$ cat src/rtl/fcmac_pkg.sv
// Shared constants, codes and structs of the fully connected MAC/bias/ReLU unit.
// Depends on nothing; every other file of the unit imports it.
package fcmac_pkg;

   localparam int MAX_VECTOR_LEN      = 1024;
   localparam int ADDR_W              = $clog2(MAX_VECTOR_LEN);
   localparam int DATA_W              = 16;
   localparam int PROD_W              = 2 * DATA_W;
   localparam int ACC_W               = 48;
   localparam int BIAS_W              = 32;
   localparam int RES_W               = 32;
   localparam int KIND_W              = 2;
   localparam int LEN_W               = 11;
   localparam int ROW_W               = 16;
   localparam int CSR_IDX_W           = 2;
   localparam int CSR_DATA_W          = 16;
   localparam int VECTOR_LENGTH_RESET = 1024;
   localparam int ROW_COUNT_RESET     = 1;

   // Output queue; the depth must be a power of two so the pointers wrap.
   localparam int OUTQ_DEPTH  = 4;
   localparam int OUTQ_PTR_W  = $clog2(OUTQ_DEPTH);
   localparam int OUTQ_CNT_W  = $clog2(OUTQ_DEPTH + 1);
   localparam int MAC_STAGES  = 3;

   typedef enum logic [KIND_W-1:0] {
      KIND_LOAD      = 2'd0,
      KIND_ROW_START = 2'd1,
      KIND_WEIGHT    = 2'd2
   } kind_type;

   typedef enum logic [CSR_IDX_W-1:0] {
      CSR_VECTOR_LENGTH  = 2'd0,
      CSR_ROW_COUNT      = 2'd1,
      CSR_BIAS_RELU_MODE = 2'd2
   } csr_index_type;

   // One operation handed from the control to the MAC pipeline.
   typedef struct packed {
      logic              valid;
      logic              start;
      logic              use_bias;
      logic              mac;
      logic              emit;
      logic              clamp;
      logic [DATA_W-1:0] weight;
      logic [BIAS_W-1:0] bias;
      logic [ROW_W-1:0]  row_index;
      logic              last_row;
   } mac_op_type;

   // One finished row result on its way into the output queue.
   typedef struct packed {
      logic             valid;
      logic [RES_W-1:0] result;
      logic [ROW_W-1:0] row_index;
      logic             last_row;
   } res_push_type;

endpackage

$ cat src/rtl/fcmac_mac.sv
// Multiply-accumulate pipeline: product stage, accumulate stage, result shaping.
// Depends on fcmac_pkg; the element operand comes from fcmac_vstore.
module fcmac_mac (
   input  logic                                clock,
   input  logic                                reset,
   input  fcmac_pkg::mac_op_type               op_in,
   input  logic signed [fcmac_pkg::DATA_W-1:0] elem,
   output fcmac_pkg::res_push_type             push,
   output logic [fcmac_pkg::MAC_STAGES-1:0]    emit_pending
);
   import fcmac_pkg::*;

   mac_op_type               s1_ff;
   mac_op_type               s2_ff;
   logic signed [PROD_W-1:0] prod_in;
   logic signed [PROD_W-1:0] prod_ff;
   logic signed [ACC_W-1:0]  acc_ff;
   logic signed [ACC_W-1:0]  acc_in;
   logic signed [ACC_W-1:0]  acc_next;
   logic signed [ACC_W:0]    sum;
   logic                     res_valid_ff;
   logic signed [ACC_W-1:0]  res_acc_ff;
   logic                     res_clamp_ff;
   logic [ROW_W-1:0]         res_row_ff;
   logic                     res_last_ff;
   logic signed [RES_W-1:0]  res_sat;

   // Stage 1: the element read at acceptance is now valid.
   assign prod_in = elem * $signed(s1_ff.weight);

   always_ff @(posedge clock) begin
      prod_ff <= prod_in;
      if (reset) begin
         s1_ff.valid <= 1'b0;
         s2_ff.valid <= 1'b0;
      end else begin
         s1_ff <= op_in;
         s2_ff <= s1_ff;
      end
   end

   // Stage 2: accumulate with saturation at the accumulator width.
   always_comb begin
      sum = {acc_ff[ACC_W-1], acc_ff} + (ACC_W + 1)'(prod_ff);
      if (s2_ff.start) begin
         acc_next = s2_ff.use_bias ? ACC_W'($signed(s2_ff.bias)) : '0;
      end else if (s2_ff.mac) begin
         if (sum[ACC_W] != sum[ACC_W-1]) begin
            acc_next = sum[ACC_W] ? {1'b1, {(ACC_W-1){1'b0}}} : {1'b0, {(ACC_W-1){1'b1}}};
         end else begin
            acc_next = sum[ACC_W-1:0];
         end
      end else begin
         acc_next = acc_ff;
      end
      if (!s2_ff.valid) begin
         acc_in = acc_ff;
      end else if (s2_ff.emit) begin
         acc_in = '0;
      end else begin
         acc_in = acc_next;
      end
   end

   always_ff @(posedge clock) begin
      if (reset) begin
         acc_ff       <= '0;
         res_valid_ff <= 1'b0;
      end else begin
         acc_ff       <= acc_in;
         res_valid_ff <= s2_ff.valid && s2_ff.emit;
      end
      res_acc_ff   <= acc_next;
      res_clamp_ff <= s2_ff.clamp;
      res_row_ff   <= s2_ff.row_index;
      res_last_ff  <= s2_ff.last_row;
   end

   // Stage 3: saturate to the result width, then clamp negatives in ReLU mode.
   always_comb begin
      if (res_acc_ff[ACC_W-1:RES_W-1] != {(ACC_W-RES_W+1){res_acc_ff[ACC_W-1]}}) begin
         res_sat = res_acc_ff[ACC_W-1] ? {1'b1, {(RES_W-1){1'b0}}} : {1'b0, {(RES_W-1){1'b1}}};
      end else begin
         res_sat = res_acc_ff[RES_W-1:0];
      end
      if (res_clamp_ff && res_sat[RES_W-1]) begin
         res_sat = '0;
      end
   end

   assign push.valid     = res_valid_ff;
   assign push.result    = res_sat;
   assign push.row_index = res_row_ff;
   assign push.last_row  = res_last_ff;

   assign emit_pending = {res_valid_ff, s2_ff.valid && s2_ff.emit, s1_ff.valid && s1_ff.emit};

endmodule

$ cat config.mk
export PLATFORM = sky130hd
export DESIGN_NAME = fcmac_mac
export DESIGN_NICKNAME = d
export VERILOG_FILES = /design/src/rtl/fcmac_pkg.sv /design/src/rtl/fcmac_mac.sv
export SDC_FILE = /design/constraint.sdc
export NUM_CORES = 1
export LEC_CHECK = 0
export BUFFER_PORTS_ARGS = -buffer_cell sky130_fd_sc_hd__buf_2
export CORE_UTILIZATION = 45
export DETAILED_ROUTE_END_ITERATION = 10
export GPL_TIMING_DRIVEN = 0
export PLACE_DENSITY = 0.68
export REMOVE_ABC_BUFFERS = 1
export SYNTH_ARGS = -nofsm -noshare
export SYNTH_HDL_FRONTEND = slang
export SYNTH_SLANG_ARGS = --single-unit
export TNS_END_PERCENT = 10
$ cat constraint.sdc
create_clock -name clock -period 8.57 [get_ports clock]
set_input_delay 0.857 -clock clock [delete_from_list [all_inputs] [get_ports clock]]
set_output_delay 0.857 -clock clock [all_outputs]
set_load 0.05 [all_outputs]
# After elaboration in Yosys (flattened, before gate mapping)
# Index checks and enable logic that the tools add are counted.
# op_classes
n_addsub,1
multipliers,1
eq_ne,2
n_mux,9
reduce_logical,3
# op_table
op,count
$mux W48,6
$mux W32,3
$add A48 B32 Y49,1
$mul A16 B16 Y32,1
$ne A16 B16 Y1,1
$logic_and A1 B1 Y1,3
$ne A1 B1 Y1,1
# word_totals
register_bits,273
in_bits,89
out_inout_bits,53
elab_cells,42

# Longest topological paths before layout
# logic_depth
ltp_word,6
mapped_depth,24
ltp_nobuf,23

# Least setup slack after synthesis
# Ideal clock, no wire load.
# synth_timing
path_type,input port to flip-flop
from,input elem[11] (netlist name)
to,register prod_ff[31]
setup_ns,0.072
arrival_ns,6.589
required_time_ns,8.498
setup_slack_ns,1.908
path_stages,22
n_path_buf,1
cell_sequence,clkbuf_1 -> nand2_1 -> fa_1 -> fa_1 -> fa_1 -> inv_1 -> fa_1 -> fa_1 -> inv_1 -> fa_1 -> inv_1 -> ha_1 -> a21o_1 -> a21o_1 -> a21oi_1 -> o21ai_0 -> a31oi_1 -> o21ai_0 -> o41ai_1 -> o2111ai_1 -> a21oi_1 -> xnor2_1
# synth_via
elab_chain_cells,1
# synth_lines
item,line_no,text
start: declaration,fcmac_mac.sv:7,"input logic signed [fcmac_pkg::DATA_W-1:0] elem,"
$mul A16 B16 Y32,fcmac_mac.sv:29,assign prod_in = elem * $signed(s1_ff.weight);
via prod_in[31],fcmac_mac.sv:15,logic signed [PROD_W-1:0] prod_in;
end signal: assignment,fcmac_mac.sv:32,prod_ff <= prod_in;
end: declaration,fcmac_mac.sv:16,logic signed [PROD_W-1:0] prod_ff;
# The timed path passes the listed nets, and every way through them passes these cells.
# A chain may end at the register's enable or synchronous reset.

# Worst setup path after layout
# layout_timing
from,register s1_ff[53] (netlist name)
to,register prod_ff[31]
# layout_via
elab_chain_cells,1
# layout_lines
item,line_no,text
start: declaration,fcmac_mac.sv:13,mac_op_type s1_ff;
start signal: assignment,fcmac_mac.sv:37,s1_ff <= op_in;
$mul A16 B16 Y32,fcmac_mac.sv:29,
via prod_in[31],fcmac_mac.sv:15,
# The timed path passes the listed nets, and every way through them passes these cells.

==> impl_metrics.toml <==
[critical_path]
crit_path_end_kind = "register"
critical-path-top-delay-family = "adder cells"
path_common_cell = "fa_1"
r2r-end = "prod_ff[31]"
r2r_slack_ns = 1.27
crit_buf_inv = 4
critPathLaunchType = "register"
critPathRequiredTime_ns = 9.02
cpMaxStageDelayCell = "o41ai_1"
crit_chain = "and2_1, fa_1, inv_1, fa_1, fa_1, inv_1, fa_1, fa_1, inv_1, fa_1, inv_1, ha_1, a21o_1, a21o_1, a21oi_1, o21ai_0, a31oi_1, o21ai_0, o41ai_1, o2111ai_1, a21oi_1, xnor2_1"
cp_max_fo = 16
r2r_start = "s1_ff[53]"
cp.arrival_ns = 7.75
critPathMaxStageDelay_ns = 0.74
ff2ff_path_depth = 22
path_class = "register to register"

[clocking]
cts_tree = "yes"
numCtsBuffers = 30
clkSlewWorstSetupHoldPaths_ns = 0.06
clockBufferDepth = 3
postCtsSetupRepairBufs = 0
htreeDepth = 1
postCtsHoldBufs = 0
clkLatencyLatePin_ns = 0.59
cts_resized = 0
clock-sinks = 273
cts_root_buf = "clkbuf_16"

[synthesis]
yosys.area.top_type = "fa_1"
ys_ff_latch = 273
postSynthAreaPerCell_sq_um = 10.1
synthTopCellsByArea = "fa_1 24%, edfxtp_1 17%, dfxtp_1 14%, ha_1 7.5%, inv_1 5.3%"
yosys_warnings = 0
ys_seq_area_frac = 0.311
synthArstFlopShare = 0
ys_types = 74
yosys_most_used_dff = "dfxtp_1"
synth_enable_flop_cells = 124
syn_area_sq_um = 21600
yosysTopAreaCellShare = 0.244
syn_inst = 2143

[floorplan]
core_sq_um = 46900
start_util = 0.460
die_h_um = 221
die_x_um = 221
pin_count = 142
die_area_sq_um = 48800
fp-row-count = 79

[run]
maxCapViolCount = 0

[final_layout]
final_nets = 2717
areaGrowthSynthToFinish_pct = 10.4
multiInputGateArea_sq_um = 13300
seq_area_sq_um = 6710
most-common-layout-cells = "306 x inv_1, 263 x fa_1, 208 x nand2_1"
final_layout_size_suffix_gt1_frac = 0.0978
fillers = 4335
layout_commonest_cell = "inv_1"

[route]
dr.pass1.iters = 9
via_per_inst = 5.47
num_vias = 15700
drt-initial-drc-count = 1088
wl_um = 52100
drcViolationCount = 5
wl_per_cell_um = 18.2
antenna_left = 0

[timing]
min_period_ns = 7.30
hold_viol = 0
maxSlewViolCount = 0
clock.fmax_mhz = 137
post-route-period-util = 0.852
rsz0062_at_grt = "false"
report.final.setup_viol = 0
worst_pin_slew_ns = 1.15
fin_setup_tns_ns = 0
slew_headroom = 0.231
finClkSkew_ns = 0.0310

[status]
status = "finished, violations left"
violations = "design-rule violations"

[global_route]
grt_max_degree = 72
grt_pass1_wl_um = 86100
antenna_found_initial = 2
grt_usage = 0.220
overflow = 0
grt_pass1_vias = 16600

[place]
dp_hpwl_um = 40200
routabilityCongestion = 0.946
port_buffers = 141

[min_path]
min_path_type = "register to register"
min_from = "s2_ff[6]"
holdPathStages = 0
hold-path-endpoint = "res_row_ff[5]"
==> cell families (layout without fill, tap and decap cells) <==
logic type               after synthesis  count (layout)  share of synthesized area
AND/OR/NAND/NOR                      544             544                      0.121
AO/OA/AOI/OAI                        455             455                      0.141
buffers and inverters                397             513                     0.0731
adder cells (fa/ha/maj)              394             394                      0.320
flip-flops                           273             273                      0.311
XOR/XNOR                              77              77                     0.0313
multiplexers                           3               3                    0.00163
other                                  0               1                          0
==> worst register-to-register path, cell delays in order, from the launching register on <==
cell	delay, ns
edfxtp_1	0.67
and2_1	0.30
fa_1	0.53
inv_1	0.05
fa_1	0.45
fa_1	0.53
inv_1	0.06
fa_1	0.48
fa_1	0.48
inv_1	0.04
fa_1	0.47
inv_1	0.04
ha_1	0.33
a21o_1	0.18
a21o_1	0.17
a21oi_1	0.12
o21ai_0	0.13
a31oi_1	0.41
o21ai_0	0.33
o41ai_1	0.74
o2111ai_1	0.22
a21oi_1	0.21
xnor2_1	0.24
==> worst max-delay path by stage <==
stage / startpoint / end / slack (ns) / cells after the start
final: s1_ff[53] / prod_ff[31] / 1.27 / 22
after global routing: s1_ff[53] / prod_ff[31] / 0.84 / 22
after CTS: s1_ff[53] / prod_ff[31] / 1.27 / 22
after detailed placement: elem[11] / prod_ff[31] / 0.89 / 22
after global placement: res_acc_ff[47] / push[35] / 0.53 / 5
after floorplan: elem[8] / prod_ff[31] / 2.12 / 22
==> metrics by stage <==
stage	instance area, sq um	setup slack [ns]	hold slack [ns]	cells	util
final	23800	1.27	0.341	2867	0.508
after global routing	23800	0.841	0.350	2867	0.508
after CTS	23800	1.27	0.340	2865	0.507
after detailed placement	22800	0.888	0.329	2809	0.487
after global placement	22600	0.526	0.324	2801	0.482
after floorplan	21100	2.12	0.323	2053	-
==> Yosys cell counts (all sizes together), types with 14 or more instances <==
cell type,count
and2,134
edfxtp,124
xnor2,57
nor2,99
a21oi,130
a22oi,22
fa,263
a22o,32
buf,21
ha,130
xor2,20
o21a,47
nand4,18
inv,307
o21bai,19
o21ai,81
nor3,21
nand2,208
clkbuf,69
nand3,14
a21o,40
dfxtp,149
==> per-layer routing <==
| layer | up-vias | wire (um) | track usage |
|---|---|---|---|
| met3 | 117 | 2970 | 0.0301 |
| met1 | 7779 | 22400 | 0.291 |
| met4 | 0 | 1970 | 0.0832 |
| met5 | - | 0 | 0 |
| met2 | 477 | 24700 | 0.369 |
| li1 | 7302 | - | - |
==> flip-flops by register name (all words and copies together), names as in the netlist <==
name	cells
res_acc_ff	48
s1_ff	71
res_valid_ff	1
res_row_ff	16
res_clamp_ff	1
acc_ff	48
s2_ff	55
res_last_ff	1
prod_ff	32
==> layout make-up <==
| type | instances | area share |
|---|---|---|
| Multi-Input combinational cell | 1473 | 0.559 |
| Sequential cell | 273 | 0.282 |
| Inverter | 307 | 0.0486 |
| Timing Repair Buffer | 150 | 0.0383 |
| Clock buffer | 41 | 0.0343 |
| Tap cell | 607 | 0.0319 |
| Clock inverter | 15 | 0.00594 |
| Antenna cell | 1 | 0.000105 |
Power is left out: the tool's default activity adds up to more than one toggle a clock period on the data nets, which glitch-free logic cannot reach.
