<file path="config.mk">
export PLATFORM = sky130hd
export DESIGN_NAME = fcmac_outq_flat
export DESIGN_NICKNAME = d
export VERILOG_FILES = /design/src/rtl/fcmac_pkg.sv /design/src/rtl/fcmac_ifs.sv /design/src/rtl/fcmac_outq.sv /design/src/flat_wrapper.sv
export SDC_FILE = /design/constraint.sdc
export NUM_CORES = 1
export LEC_CHECK = 0
export BUFFER_PORTS_ARGS = -buffer_cell sky130_fd_sc_hd__buf_2
export CELL_PAD_IN_SITES_DETAIL_PLACEMENT = 1
export CELL_PAD_IN_SITES_GLOBAL_PLACEMENT = 2
export CORE_ASPECT_RATIO = 1.2
export CORE_MARGIN = 3
export CORE_UTILIZATION = 48
export DETAILED_ROUTE_END_ITERATION = 16
export PLACE_DENSITY_LB_ADDON = 0.05
export RECOVER_POWER = 25
export SETUP_SLACK_MARGIN = 0.15
export SLEW_MARGIN = 20
export SYNTH_ARGS = -nofsm -noshare
export SYNTH_HDL_FRONTEND = slang
export SYNTH_SLANG_ARGS = --single-unit
</file>
<file path="constraint.sdc">
create_clock -name clock -period 5.5 [get_ports clock]
set_input_delay 0.55 -clock clock [delete_from_list [all_inputs] [get_ports clock]]
set_output_delay 0.55 -clock clock [all_outputs]
set_load 0.01 [all_outputs]
</file>
<file path="src/rtl/fcmac_pkg.sv">
// Shared constants, codes and structs of the fully connected MAC/bias/ReLU unit.
// Depends on nothing; every other file of the unit imports it.
package fcmac_pkg;

   localparam int MAX_VECTOR_LEN      = 1024;
   localparam int ADDR_W              = $clog2(MAX_VECTOR_LEN);
   localparam int DATA_W              = 16;
   localparam int PROD_W              = 2 * DATA_W;
   localparam int ACC_W               = 48;
   localparam int BIAS_W              = 32;
   localparam int RES_W               = 32;
   localparam int KIND_W              = 2;
   localparam int LEN_W               = 11;
   localparam int ROW_W               = 16;
   localparam int CSR_IDX_W           = 2;
   localparam int CSR_DATA_W          = 16;
   localparam int VECTOR_LENGTH_RESET = 1024;
   localparam int ROW_COUNT_RESET     = 1;

   // Output queue; the depth must be a power of two so the pointers wrap.
   localparam int OUTQ_DEPTH  = 4;
   localparam int OUTQ_PTR_W  = $clog2(OUTQ_DEPTH);
   localparam int OUTQ_CNT_W  = $clog2(OUTQ_DEPTH + 1);
   localparam int MAC_STAGES  = 3;

   typedef enum logic [KIND_W-1:0] {
      KIND_LOAD      = 2'd0,
      KIND_ROW_START = 2'd1,
      KIND_WEIGHT    = 2'd2
   } kind_type;

   typedef enum logic [CSR_IDX_W-1:0] {
      CSR_VECTOR_LENGTH  = 2'd0,
      CSR_ROW_COUNT      = 2'd1,
      CSR_BIAS_RELU_MODE = 2'd2
   } csr_index_type;

   // One operation handed from the control to the MAC pipeline.
   typedef struct packed {
      logic              valid;
      logic              start;
      logic              use_bias;
      logic              mac;
      logic              emit;
      logic              clamp;
      logic [DATA_W-1:0] weight;
      logic [BIAS_W-1:0] bias;
      logic [ROW_W-1:0]  row_index;
      logic              last_row;
   } mac_op_type;

   // One finished row result on its way into the output queue.
   typedef struct packed {
      logic             valid;
      logic [RES_W-1:0] result;
      logic [ROW_W-1:0] row_index;
      logic             last_row;
   } res_push_type;

endpackage

</file>
<file path="src/rtl/fcmac_ifs.sv">


interface fcmac_rsp_if;
   import fcmac_pkg::*;
   logic                    valid;
   logic                    ready;
   logic signed [RES_W-1:0] result;
   logic [ROW_W-1:0]        row_index;
   logic                    last_row;
   modport source (output valid, result, row_index, last_row, input ready);
   modport sink (input valid, result, row_index, last_row, output ready);
endinterface


</file>
<file path="src/rtl/fcmac_outq.sv">
// Small output queue between the MAC pipeline and the result channel.
// Depends on fcmac_pkg and fcmac_ifs.
module fcmac_outq (
   input  logic                               clock,
   input  logic                               reset,
   input  fcmac_pkg::res_push_type            push,
   fcmac_rsp_if.source                        rsp,
   output logic [fcmac_pkg::OUTQ_CNT_W-1:0]   count
);
   import fcmac_pkg::*;

   res_push_type          entry_mem [OUTQ_DEPTH];
   logic [OUTQ_PTR_W-1:0] wr_ptr_ff;
   logic [OUTQ_PTR_W-1:0] rd_ptr_ff;
   logic [OUTQ_CNT_W-1:0] count_ff;
   logic                  pop;

   assign pop = rsp.valid && rsp.ready;

   always_ff @(posedge clock) begin
      if (push.valid) begin
         entry_mem[wr_ptr_ff] <= push;
      end
   end

   always_ff @(posedge clock) begin
      if (reset) begin
         wr_ptr_ff <= '0;
         rd_ptr_ff <= '0;
         count_ff  <= '0;
      end else begin
         if (push.valid) begin
            wr_ptr_ff <= wr_ptr_ff + 1'b1;
         end
         if (pop) begin
            rd_ptr_ff <= rd_ptr_ff + 1'b1;
         end
         if (push.valid && !pop) begin
            count_ff <= count_ff + 1'b1;
         end else if (pop && !push.valid) begin
            count_ff <= count_ff - 1'b1;
         end
      end
   end

   assign rsp.valid     = (count_ff != '0);
   assign rsp.result    = entry_mem[rd_ptr_ff].result;
   assign rsp.row_index = entry_mem[rd_ptr_ff].row_index;
   assign rsp.last_row  = entry_mem[rd_ptr_ff].last_row;
   assign count         = count_ff;

endmodule

</file>
<file path="src/flat_wrapper.sv">
// flat-port wrapper written by rule: the top's interface ports become plain ports
module fcmac_outq_flat import fcmac_pkg::*;
  (clock, reset, push, count, rsp_valid, rsp_result, rsp_row_index, rsp_last_row, rsp_ready);
  fcmac_rsp_if rsp_i ();
  input  logic clock;
  input  logic reset;
  input  fcmac_pkg::res_push_type push;
  output logic [fcmac_pkg::OUTQ_CNT_W-1:0] count;
  output wire logic [$bits(rsp_i.valid)-1:0] rsp_valid;
  output wire logic [$bits(rsp_i.result)-1:0] rsp_result;
  output wire logic [$bits(rsp_i.row_index)-1:0] rsp_row_index;
  output wire logic [$bits(rsp_i.last_row)-1:0] rsp_last_row;
  input wire logic [$bits(rsp_i.ready)-1:0] rsp_ready;
  assign rsp_valid = rsp_i.valid;
  assign rsp_result = rsp_i.result;
  assign rsp_row_index = rsp_i.row_index;
  assign rsp_last_row = rsp_i.last_row;
  assign rsp_i.ready = rsp_ready;
  fcmac_outq u_core (.clock(clock), .reset(reset), .push(push), .rsp(rsp_i), .count(count));
endmodule
</file>
**Yosys cells after proc, flatten, opt, wreduce, memory -nomap -nowiden**

Memory sizes are Yosys's and may differ from the RTL's. A register that Yosys moved wholly into a read port is not among the register bits.
Cells that the tools add are included.

- Memory bits (writable): 200
- Input port bits: 53
- Memories: 1
- Output and inout bits: 53
- Word-level logic and storage cells: 21
- Register bits after elaboration: 7

Memory list:

| name | depth | bits a word | rd ports | clocked after memory_dff | wr ports | RTL line | text |
|---|---|---|---|---|---|---|---|
| u_core.entry_mem | 4 | 50 | 1 | 1 | 1 | fcmac_outq.sv:12 | `res_push_type entry_mem [OUTQ_DEPTH];` |

- Mux-type cells: 6
- Reductions and logical operators: 7
- Add/subtract/negate cells: 4

Operator list:

| operator | count |
|---|---|
| 3-bit two-way mux | 2 |
| 2-bit by 1-bit adder with 2-bit output, second input constant | 2 |
| 2-bit two-way mux | 2 |
| 3-bit by 1-bit adder with 3-bit output, second input constant | 1 |
| 1-bit logical AND | 3 |
| 3-bit nonzero test | 1 |
| 3-bit by 1-bit subtractor with 3-bit output, second input constant | 1 |
| 1-bit zero test | 2 |
| 1-bit two-way mux | 2 |
| 2-bit nonzero test | 1 |

**Longest topological paths before layout**

Gate-level depths: netlist (run 1).

- Depth after elaboration: 5
- Depth in mapped cells: 7
- Depth with buffers taken out: 7

**Worst setup path after synthesis (run 1)**

No wires, ideal clock.

- Path type: input -> register
- From: input push[49] (netlist name)
- To: memory u_core.entry_mem[0][0] (netlist name) (enable)
- Library setup time: 0.411 ns
- Setup slack: 3.366 ns
- Stages on the path: 1
- Path buffers: 0
- Required time: 5.089 ns
- Arrival: 1.722 ns
- Cell sequence: and2_1

- Cells in the longest elaborated chain, start to end: 2

RTL lines:

| item | RTL line | text |
|---|---|---|
| from (decl) | flat_wrapper.sv:7 | `input fcmac_pkg::res_push_type push;` |
| 1-bit two-way mux | fcmac_outq.sv:21 | `if (push.valid) begin` |
| 1-bit two-way mux (not written as such) | fcmac_outq.sv:22 | `entry_mem[wr_ptr_ff] <= push;` |
| to (decl) | fcmac_outq.sv:12 |  |

No other way between the ends.

==> impl_results.md, run 1 <==
- Total power draw: about 4 mW
- Drt first pass iters: 4
- Initial DRC Count: 166
- CTS tree: yes
- Diodes inserted: 0
- Port bufs: between 100 and 150
- CP top delay family: buffers and inverters
- Post-cts hold buffer count: 0
- Chip Width: roughly 120 um
- Netlist Area Pre-Place: 7520 um2
- Total leakage power: approximately 3.0 nW
- Max_cap viols: 0
- Vias: 3405
- Worst Path Class, Setup: reg -> out
- # DRC: 0
- Largest net degree at the start of global routing: 50
- Layout cells sized above 1: approximately 37%
- Largest family of logic cells by synthesized area: multiplexers
- Post-Synth Simple-Gate Area: less than 1%
- Antenna-violating nets left: 0
- Arr. time, crit path: ~2.3 ns
- CTS resizes: 0
- CP Capture Type: primary output
- Core area: between 15000 and 20000 um2
- Clock-pin slew on the worst setup and hold paths: about 0.060 ns
- WL final: roughly 14000 um
- I/O pin cnt: roughly 110
- Period minus WS final: 2.81 ns
- Critical-path top delay cell: dfxtp_2
- Final #Nets: about 480
- Register area share after synthesis: 80.6%
- Required @ worst endpoint: just under 5 ns
- Wire per inst: approximately 22 um
- Unrepaired setup endpoints after global routing: no
- Depth of the CTS H-tree: 1
- Ys Warns: 0
- Fin Setup TNS: 0 ns
- Synth Area in Adders: 1.10%
- Row count: a little under 50
- Gate Count Post-Synth: between 200 and 300
- Synth Net Count: between 300 and 400
- Largest cells by area after synthesis: edfxtp_1, mux4_2, dfxtp_1
- Die height: roughly 140 um
- GP Congestion: just under 0.7
- Final hold slack: about 0.28 ns
- Fill cell count: 1339
- DR vias/cell: between 5 and 6
- Most frequent cells in the layout: edfxtp_1, buf_2, mux4_2
- Setup crit start kind: flip-flop
- Post-synthesis cell type count: 23
- Final std cell area, no fill: between 8000 and 9000 um2
- Global-route wire length before repair: ~22000 um
- Area growth, synth to finish: 18.1%
- Max Freq: roughly 360 MHz
- Worst-Margin Slew: between 0.7 and 0.8 ns
- Mux share of post-synthesis cell area: between 15 and 20%
- Detail Placement HPWL: ~8400 um
- Hold Crit Class: in -> reg
- Power per Cell Area: 448 nW/um2
- Initial antenna violation count: 0
- CTS buffer count: 20
- Area share of the largest cell type after synthesis: about four fifths
- Commonest non-fill, non-tap cell in the layout: edfxtp_1
- Skew final: ~0.0052 ns
- Avg Cell Area, Syn: about 25 um2
- Die ar.: ~17000 um2
- Final hold vios: 0
- Global route overflow: 0
- Final core utilization: between 50% and 60%
- Placed inst area: just over 8000 um2
- CTS sink cnt: roughly 200
- Vias in the first global route: 3980
- Buffer and inverter count on the worst path: 2
- Starting Density: ~50%
- Complex-gate fraction of the synthesized area: less than 1%
- Max VDD drop: between 0.3 and 0.4 mV
- Worst-path maximum fanout: 31
- Post-CTS setup buffers: 0
- Relative slew slack: approximately half
- Clk buf depth: 3
- Synth Register Bits: between 200 and 250
- Slowest stage delay, CP: roughly 0.66 ns
- Skew-Pair Late Insertion Delay: ~0.48 ns
- Worst-path cell chain: buf_4 > mux4_2 > buf_2
- Clock root buffer master: clkbuf_16
- Fin. max-slew vios: 0
- Outcome: finished clean
- Final setup vio count: 0
- Period Utilization, post-route: between 50% and 60%
- Synth Area in XOR/XNOR: less than 1%
- GR Util All Layers: around 17%
- Area leader, netlist: edfxtp_1
==> cells in the mapped netlist (all sizes together) <==
cell / count
edfxtp: 196
a21oi: 1
nor2: 7
inv: 3
or3: 2
ha: 5
dfxtp: 9
xnor2: 1
clkbuf: 1
buf: 11
fa: 1
o31ai: 1
mux2i: 2
o21ai: 1
and2: 4
xor2: 4
mux4: 49
o311ai: 1
==> kinds of logic (layout without fill, tap and decap cells) <==
kind of cell | after synthesis | in the layout
adders and majority gates | 6 | 6
DFF | 205 | 205
xor gates and xnor gates | 5 | 5
and+or+nand+nor | 13 | 13
AOI/OAI and AO/OA | 4 | 4
buffers and inverters | 15 | 148
muxes | 51 | 51
==> final timing paths <==
kind | from | end | slack (ns) | depth (start not counted)
max | flip-flop | rsp_result[21] | 2.69 | 3
min | push[1] | u_core.entry_mem[0][1] | 0.28 | 1
max reg2reg | u_core.count[0] | u_core.count[2] | 3.35 | 7
min reg2reg | u_core.rd_ptr_ff[0] | flip-flop | 0.53 | 2
==> per-layer routing <==
metal | track usage [%] | routed length (um) | vias up
met5 | 0 | 0 | -
met4 | 6.09 | 343 | 0
met3 | 4.00 | 814 | 21
li1 | - | - | 1506
met2 | 30.3 | 7310 | 91
met1 | 20.4 | 5410 | 1787
==> flip-flops by register name, indices dropped and copies added (netlist names), named ones only <==
register and flops:
u_core.entry_mem 196, u_core.wr_ptr_ff 2, u_core.count 3, u_core.rd_ptr_ff 2
==> worst register-to-register path, stage by stage (launching register included) <==
cell,delay [ns]
dfxtp_1,0.38
o31ai_1,0.40
ha_1,0.26
inv_1,0.06
fa_1,0.37
xor2_1,0.18
or3_1,0.31
a21oi_1,0.14
==> per-stage QoR <==
step | setup WS [ns] | std cells
floorplan | 3.37 | 299
global placement | 3.01 | 601
detailed placement | 3.03 | 601
CTS | 2.49 | 635
global route | 2.56 | 636
finish | 2.69 | 636
==> layout make-up <==
type	count	area, um2	area share, %
Timing Repair Buffer	111	552	6.21
Sequential cell	205	6070	68.3
Clock buffer	29	596	6.70
Clock inverter	5	46.3	0.521
Tap cell	204	255	2.87
Inverter	3	11.3	0.127
Multi-Input combinational cell	79	1350	15.2
==> power breakdown <==
part           switching, mW  total (mW)  internal, mW
registers             0.0803        1.89          1.81
logic                  0.365       0.775         0.410
clock network          0.525        1.32         0.793
total                  0.971        3.98          3.01
Power figures use the tool's default switching activity.
==> run 2, diff against run 1 <==
Settings changed: ABC_AREA from default to 1, CORE_UTILIZATION 48 to 36.
Clock period 5.5 ns to 2.35 ns, I/O delays scaled along.
==> run 2 against run 1 <==
Effect of this change:
- clock power grew to 2.6 times the previous value
- global-route usage shrank 1.5 points
- critical path type unchanged
- synthesized cell count up 80%
- sequential share of layout area is 6.2 points lower
- critical endpoint is now rsp_result[10]
- first-iteration DRC count rose by 67%
- area after synthesis rose by 2.6%
- utilization decreased by 12 points
- worst hold slack got worse by 0.23 ns
- clock-buffer cell count down 3
- die area is 35% higher
- sequential power is 130% higher
==> impl_results.md, run 2 <==
- Outcome: finished clean
- Detail Placement HPWL: approximately 11000 um
- Global route overflow: 0
- Clock power frac: 36.2%
- Wire per inst: 18.6 um
- Area share of the largest cell type after synthesis: between 70% and 80%
- Unrepaired setup endpoints after global routing: yes
- CP top delay family: buffers and inverters
- Die ar.: approximately 23000 um2
- Skew final: between 0.007 and 0.008 ns
- Max Freq: between 400 and 500 MHz
- Worst reg2reg path depth: 12
- Fin Setup TNS: 0 ns
- Min-delay src: rsp_ready
- Slowest stage delay, CP: around 0.40 ns
- Clk buf depth: 3
- Die height: roughly 170 um
- Post-synthesis cell type count: 19
- Arr. time, crit path: between 1.5 and 2 ns
- Psw: around 2.6 mW
- Worst-path maximum fanout: between 40 and 50
- Commonest non-fill, non-tap cell in the layout: edfxtp_1
- Skew-Pair Late Insertion Delay: a little under 0.5 ns
- Synth Register Bits: around 200
- Avg Cell Area, Syn: between 10 and 15 um2
- Diodes inserted: 0
- Initial DRC Count: around 280
- Setup crit start kind: flip-flop
- Reg power frac: 44.9%
- CTS tree: yes
- Non-Filler Instances: 984
- Period Utilization, post-route: roughly 90%
- Worst Path Class, Setup: reg -> out
- Chip Width: approximately 140 um
- Critical-path top delay cell: dfxtp_4
- Worst-Margin Slew: between 0.4 and 0.5 ns
- Hold Path Depth: 3
- Final hold slack: between 0.04 and 0.05 ns
- Cell with the most instances after synthesis: edfxtp_1
- Largest Register: u_core.entry_mem
- Post-synth top flop: edfxtp_1
- Port bufs: 105
- Register area share after synthesis: about four fifths
- GR Util All Layers: 15.5%
- GP Congestion: about 0.73
- Max VDD drop: ~0.55 mV
- Top cells by count, synth: edfxtp_1, nor2_1, o21ai_0
- Post-CTS setup buffers: 0
- FF-to-FF End: u_core.count[2]
- Required @ worst endpoint: between 2 and 2.5 ns
- Gate Count Post-Synth: about 540
- CP Capture Type: primary output
- Core area: approximately 21000 um2
- Layout cells sized above 1: 18.3%
- Final setup vio count: 0
- Area growth, synth to finish: 26.6%
- Final #Nets: ~760
- Logic pwr share: 18.8%
- I/O pin cnt: 106
- Worst-path cell chain: inv_8 > buf_12 > o21ai_0 > o22ai_1 > buf_2
- Largest net degree at the start of global routing: between 50 and 60
- Depth of the CTS H-tree: 1
- Relative slew slack: between 70% and 80%
- Ys Warns: 0
- Post-synth ARST share: 0%
- Max reg flops: just under 200
- Total leakage power: 3.44 nW
- Fin. max-slew vios: 0
- Clock-pin slew on the worst setup and hold paths: about 0.060 ns
- Largest cells by area after synthesis: edfxtp_1, o21ai_0, nor2_1
- WL final: 18300 um
- Row count: 58
- Power per Cell Area: between 900 and 1000 nW/um2
- Antenna-violating nets left: 0
- Clock root buffer master: clkbuf_16
- Switching share of power: between 20 and 30%
- Drt first pass iters: 4
- Total internal power: roughly 7.0 mW
- Worst reg2reg startpoint: u_core.count[1]
- DR vias/cell: around 5.0
- Final hold vios: 0
- CTS sink cnt: between 200 and 250
- Buffer and inverter count on the worst path: 3
- CTS buffer count: 22
- Netlist Area Pre-Place: roughly 7700 um2
- Period minus WS final: about 2.1 ns
- Placed cells: approximately 900
- Most frequent cells in the layout: edfxtp_1, nor2_1, o21ai_0
- Synth Net Count: just under 600
- Post-synth EDFFs: around 200
- Initial antenna violation count: 0
- Area leader, netlist: edfxtp_1
- Hold Crit Class: in -> reg
- Flop2flop setup slack: approximately 0.55 ns
- Starting Density: 36.7%
- Global-route wire length before repair: 28700 um
- # DRC: 0
- Max_cap viols: 0
- Vias in the first global route: 5366
- Vias: 4898
-- run 2: cell count changes after synthesis, moves of 5 or more --
cell and delta:
a21oi_1 +5, buf_2 +10, buf_6 +6, clkbuf_1 +5, inv_1 +12, mux4_2 -47, nand2_1 +15, nor2_1 +96
o21ai_0 +96, o21ai_1 +5, o22ai_1 +49
-- run 2: cells by family after synthesis --
kind of cell	after synthesis	share of synthesized area (%)
DFF	205	78.6
AOI/OAI and AO/OA	157	11.0
and+or+nand+nor	121	5.93
buffers and inverters	48	3.44
adders and majority gates	6	1.07
-- run 2: final cells by class --
| cell class | count | area [um2] |
|---|---|---|
| Inverter | 17 | 73.8 |
| Multi-Input combinational cell | 284 | 1390 |
| Timing Repair Buffer | 170 | 1180 |
| Clock inverter | 12 | 135 |
| Fill cell | 2194 | 11300 |
| Sequential cell | 205 | 6070 |
| Clock buffer | 26 | 587 |
| Tap cell | 270 | 338 |
-- run 2: metal layers --
layer	vias to the layer above	GRT usage, %	part of all wire, %
li1	2322	-	-
met1	2457	19.9	43
met5	-	0	0
met3	21	2.82	4.7
met2	98	27.3	51
met4	0	3.62	1.5
-- run 2: worst max path at each step --
stage                        start                     end  cells after the start
6_report                 flip-flop          rsp_result[10]                      5
5_1_grt                  flip-flop           rsp_result[9]                      5
4_1_cts                  flip-flop           rsp_result[9]                      5
3_5_place_dp       u_core.count[1]         u_core.count[2]                     12
3_3_place_gp       u_core.count[1]         u_core.count[2]                     12
2_1_floorplan  u_core.wr_ptr_ff[0]  u_core.entry_mem[2][0]                      4
-- run 2: what timing repair did --
item / CTS / global route
setup endpoints to repair: 16 / 18
hold buffers: 50 / 0
resized for setup: 2 / 2
endpoints found under the hold margin: 200 / 0
-- run 2: worst register-to-register path, cell delays in order (launching register included) --
cell and delay (ns):
dfxtp_1 0.35, nor2_1 0.11, nand2_1 0.11, nand2_1 0.12, ha_1 0.18, inv_1 0.07, fa_1 0.39, inv_1 0.07
nand2_1 0.04, nand3_1 0.10, nand2_1 0.07, nand2_1 0.06, nor2_1 0.03
-- run 2: stage by stage --
| stage | worst slack [ns] | instance area [um2] | utilization (%) | power (mW) |
|---|---|---|---|---|
| after floorplan | 0.400 | 7720 | - | 5.37 |
| after global placement | 0.641 | 8580 | 40.8 | 6.07 |
| after detailed placement | 0.550 | 8580 | 40.8 | 6.12 |
| after CTS | 0.157 | 9810 | 46.6 | 9.68 |
| after global routing | 0.141 | 9780 | 46.5 | 10.0 |
| final | 0.249 | 9780 | 46.5 | 9.52 |
-- run 2: power by group through the flow --
stage,Sequential (mW),Clock [mW],Combinational [mW]
3_5_place_dp,4.35,0,1.77
6_report,4.28,3.45,1.79
4_1_cts,4.27,3.56,1.85
5_1_grt,4.29,3.71,2.01
2_1_floorplan,4.33,0,1.04
3_3_place_gp,4.34,0,1.73
==> run 3, diff against run 2 <==
Settings changed: REMOVE_ABC_BUFFERS from default to 1.
==> run 3 against run 2 <==
Effect of this change:
- non-clock buffer count up 6
- clock-buffer cell count unchanged
- combinational power up 3%
- final cell count up 0.81%
- via count up 0.88%
- worst hold slack better by 0.022 ns
- sequential share of layout area down 0.36 points
- critical path type unchanged
==> impl_results.md, run 3 (synthesis gave the netlist of run 2 again) <==
- Outcome: finished clean
- Area growth, synth to finish: 27.4%
- CTS buffer count: 22
- Core area: roughly 21000 um2
- Drt first pass iters: 4
- Worst-path cell chain: buf_8 > o21ai_0 > o22ai_1 > buf_2
- Antenna-violating nets left: 0
- Layout cells sized above 1: about 19%
- Min-delay src: rsp_ready
- Chip Width: roughly 140 um
- DR vias/cell: around 5
- CP top delay family: flip-flops
- Largest net degree at the start of global routing: 52
- Critical-path top delay cell: dfxtp_4
- Row count: 58
- Relative slew slack: approximately 70%
- Most frequent cells in the layout: edfxtp_1, nor2_1, o21ai_0
- Final hold vios: 0
- Largest Register: u_core.entry_mem
- Max reg flops: approximately 200
- Slowest stage delay, CP: between 0.4 and 0.5 ns
- Clock root buffer master: clkbuf_16
- Final #Nets: 765
- Detail Placement HPWL: around 11000 um
- Global-route wire length before repair: approximately 30000 um
- Hold Crit Class: in -> reg
- GP Congestion: between 0.7 and 0.8
- Depth of the CTS H-tree: 1
- Power per Cell Area: roughly 960 nW/um2
- Max Freq: 495 MHz
- WL final: about 19000 um
- Buffer and inverter count on the worst path: 2
- Flop2flop setup slack: around 0.47 ns
- Total leakage power: 3.48 nW
- Unrepaired setup endpoints after global routing: no
- Skew-Pair Late Insertion Delay: around 0.5 ns
- Period Utilization, post-route: 85.9%
- Pre-CTS worst setup slack: just under 0.5 ns
- Port bufs: roughly 110
- Initial DRC Count: around 230
- Final setup vio count: 0
- Hold Path Depth: 3
- Final hold slack: slightly below 0.07 ns
- Commonest non-fill, non-tap cell in the layout: edfxtp_1
- Worst-path maximum fanout: 32
- Wire per inst: 19.1 um
- Die height: 166 um
- Skew final: between 0.01 and 0.015 ns
- Clk buf depth: 3
- Worst Path Class, Setup: reg -> out
- FF-to-FF End: u_core.count[2]
- CTS tree: yes
- Die ar.: about 23000 um2
- Global route overflow: 0
- Arr. time, crit path: 1.78 ns
- Vias in the first global route: between 5000 and 6000
- I/O pin cnt: around 110
- Worst reg2reg path depth: 12
- Fin. max-slew vios: 0
- Worst-Margin Slew: around 0.48 ns
- CP Capture Type: primary output
- Max_cap viols: 0
- GR Util All Layers: ~16%
- CTS sink cnt: ~210
- Period minus WS final: 2.02 ns
- Worst reg2reg startpoint: u_core.count[1]
- Clock-pin slew on the worst setup and hold paths: 0.06 ns
- Max VDD drop: approximately 0.53 mV
- Required @ worst endpoint: about 2.1 ns
- Final WS setup: approximately 0.33 ns
- Initial antenna violation count: 2
- Vias: roughly 4900
- Setup crit start kind: flip-flop
- # DRC: 0
- Starting Density: a little under two fifths
==> run 3: worst max-delay path by stage <==
stage                              endpoint             from  cells after the start
after detailed placement    u_core.count[2]  u_core.count[1]                     12
after global placement        rsp_result[8]        flip-flop                      4
after floorplan                rsp_last_row        flip-flop                      3
after CTS                 rsp_row_index[15]        flip-flop                      5
final                        rsp_result[10]        flip-flop                      4
after global routing         rsp_result[10]        flip-flop                      4
==> run 3: power breakdown <==
group / total (mW) / switching [mW] / internal, mW
logic: 1.85 / 1.16 / 0.692
registers: 4.28 / 0.0843 / 4.20
clock network: 3.32 / 1.33 / 1.99
total: 9.45 / 2.57 / 6.88
==> run 3: timing repair <==
action	4_1_cts	5_1_grt
hold endpoints to repair	200	0
setup buffers	1	4
hold buffers	50	0
endpoints found under the setup margin	39	10
resized for setup	3	7
==> run 3: area by class of cell <==
type,instances,area (um2)
well taps,270,338
flip-flops and latches,205,6070
repair buffers,176,1250
multi-input cells,284,1390
fillers,2185,11200
clock inverters,13,111
inverters,17,82.6
clock buffers,26,587
diodes,1,2.50
==> run 3: per-layer routing <==
metal	wire, um	vias up	share of wire [%]	GRT usage [%]
li1	-	2339	-	-
met1	8190	2485	43	20.2
met2	9680	87	51	28.4
met3	771	28	4.1	3.02
met4	299	2	1.6	3.58
met5	13	-	0.069	0
==> run 3: tightest hold or removal path, delay by kind of cell <==
kind                   cells  cell delay [ns]
buffers and inverters      1             0.11
AOI/OAI and AO/OA          1             0.08
and+or+nand+nor            1             0.08
==> run 3: through the flow <==
| stage | power, mW | cells | instance area (um2) | setup TNS, ns | utilization [%] |
|---|---|---|---|---|---|
| after floorplan | 5.24 | 506 | 7520 | -25.84 | - |
| after global placement | 6.08 | 897 | 8600 | 0 | 40.9 |
| after detailed placement | 6.13 | 897 | 8600 | 0 | 40.9 |
| after CTS | 9.58 | 987 | 9810 | 0 | 46.6 |
| after global routing | 9.94 | 992 | 9830 | 0 | 46.7 |
| final | 9.45 | 992 | 9830 | 0 | 46.7 |
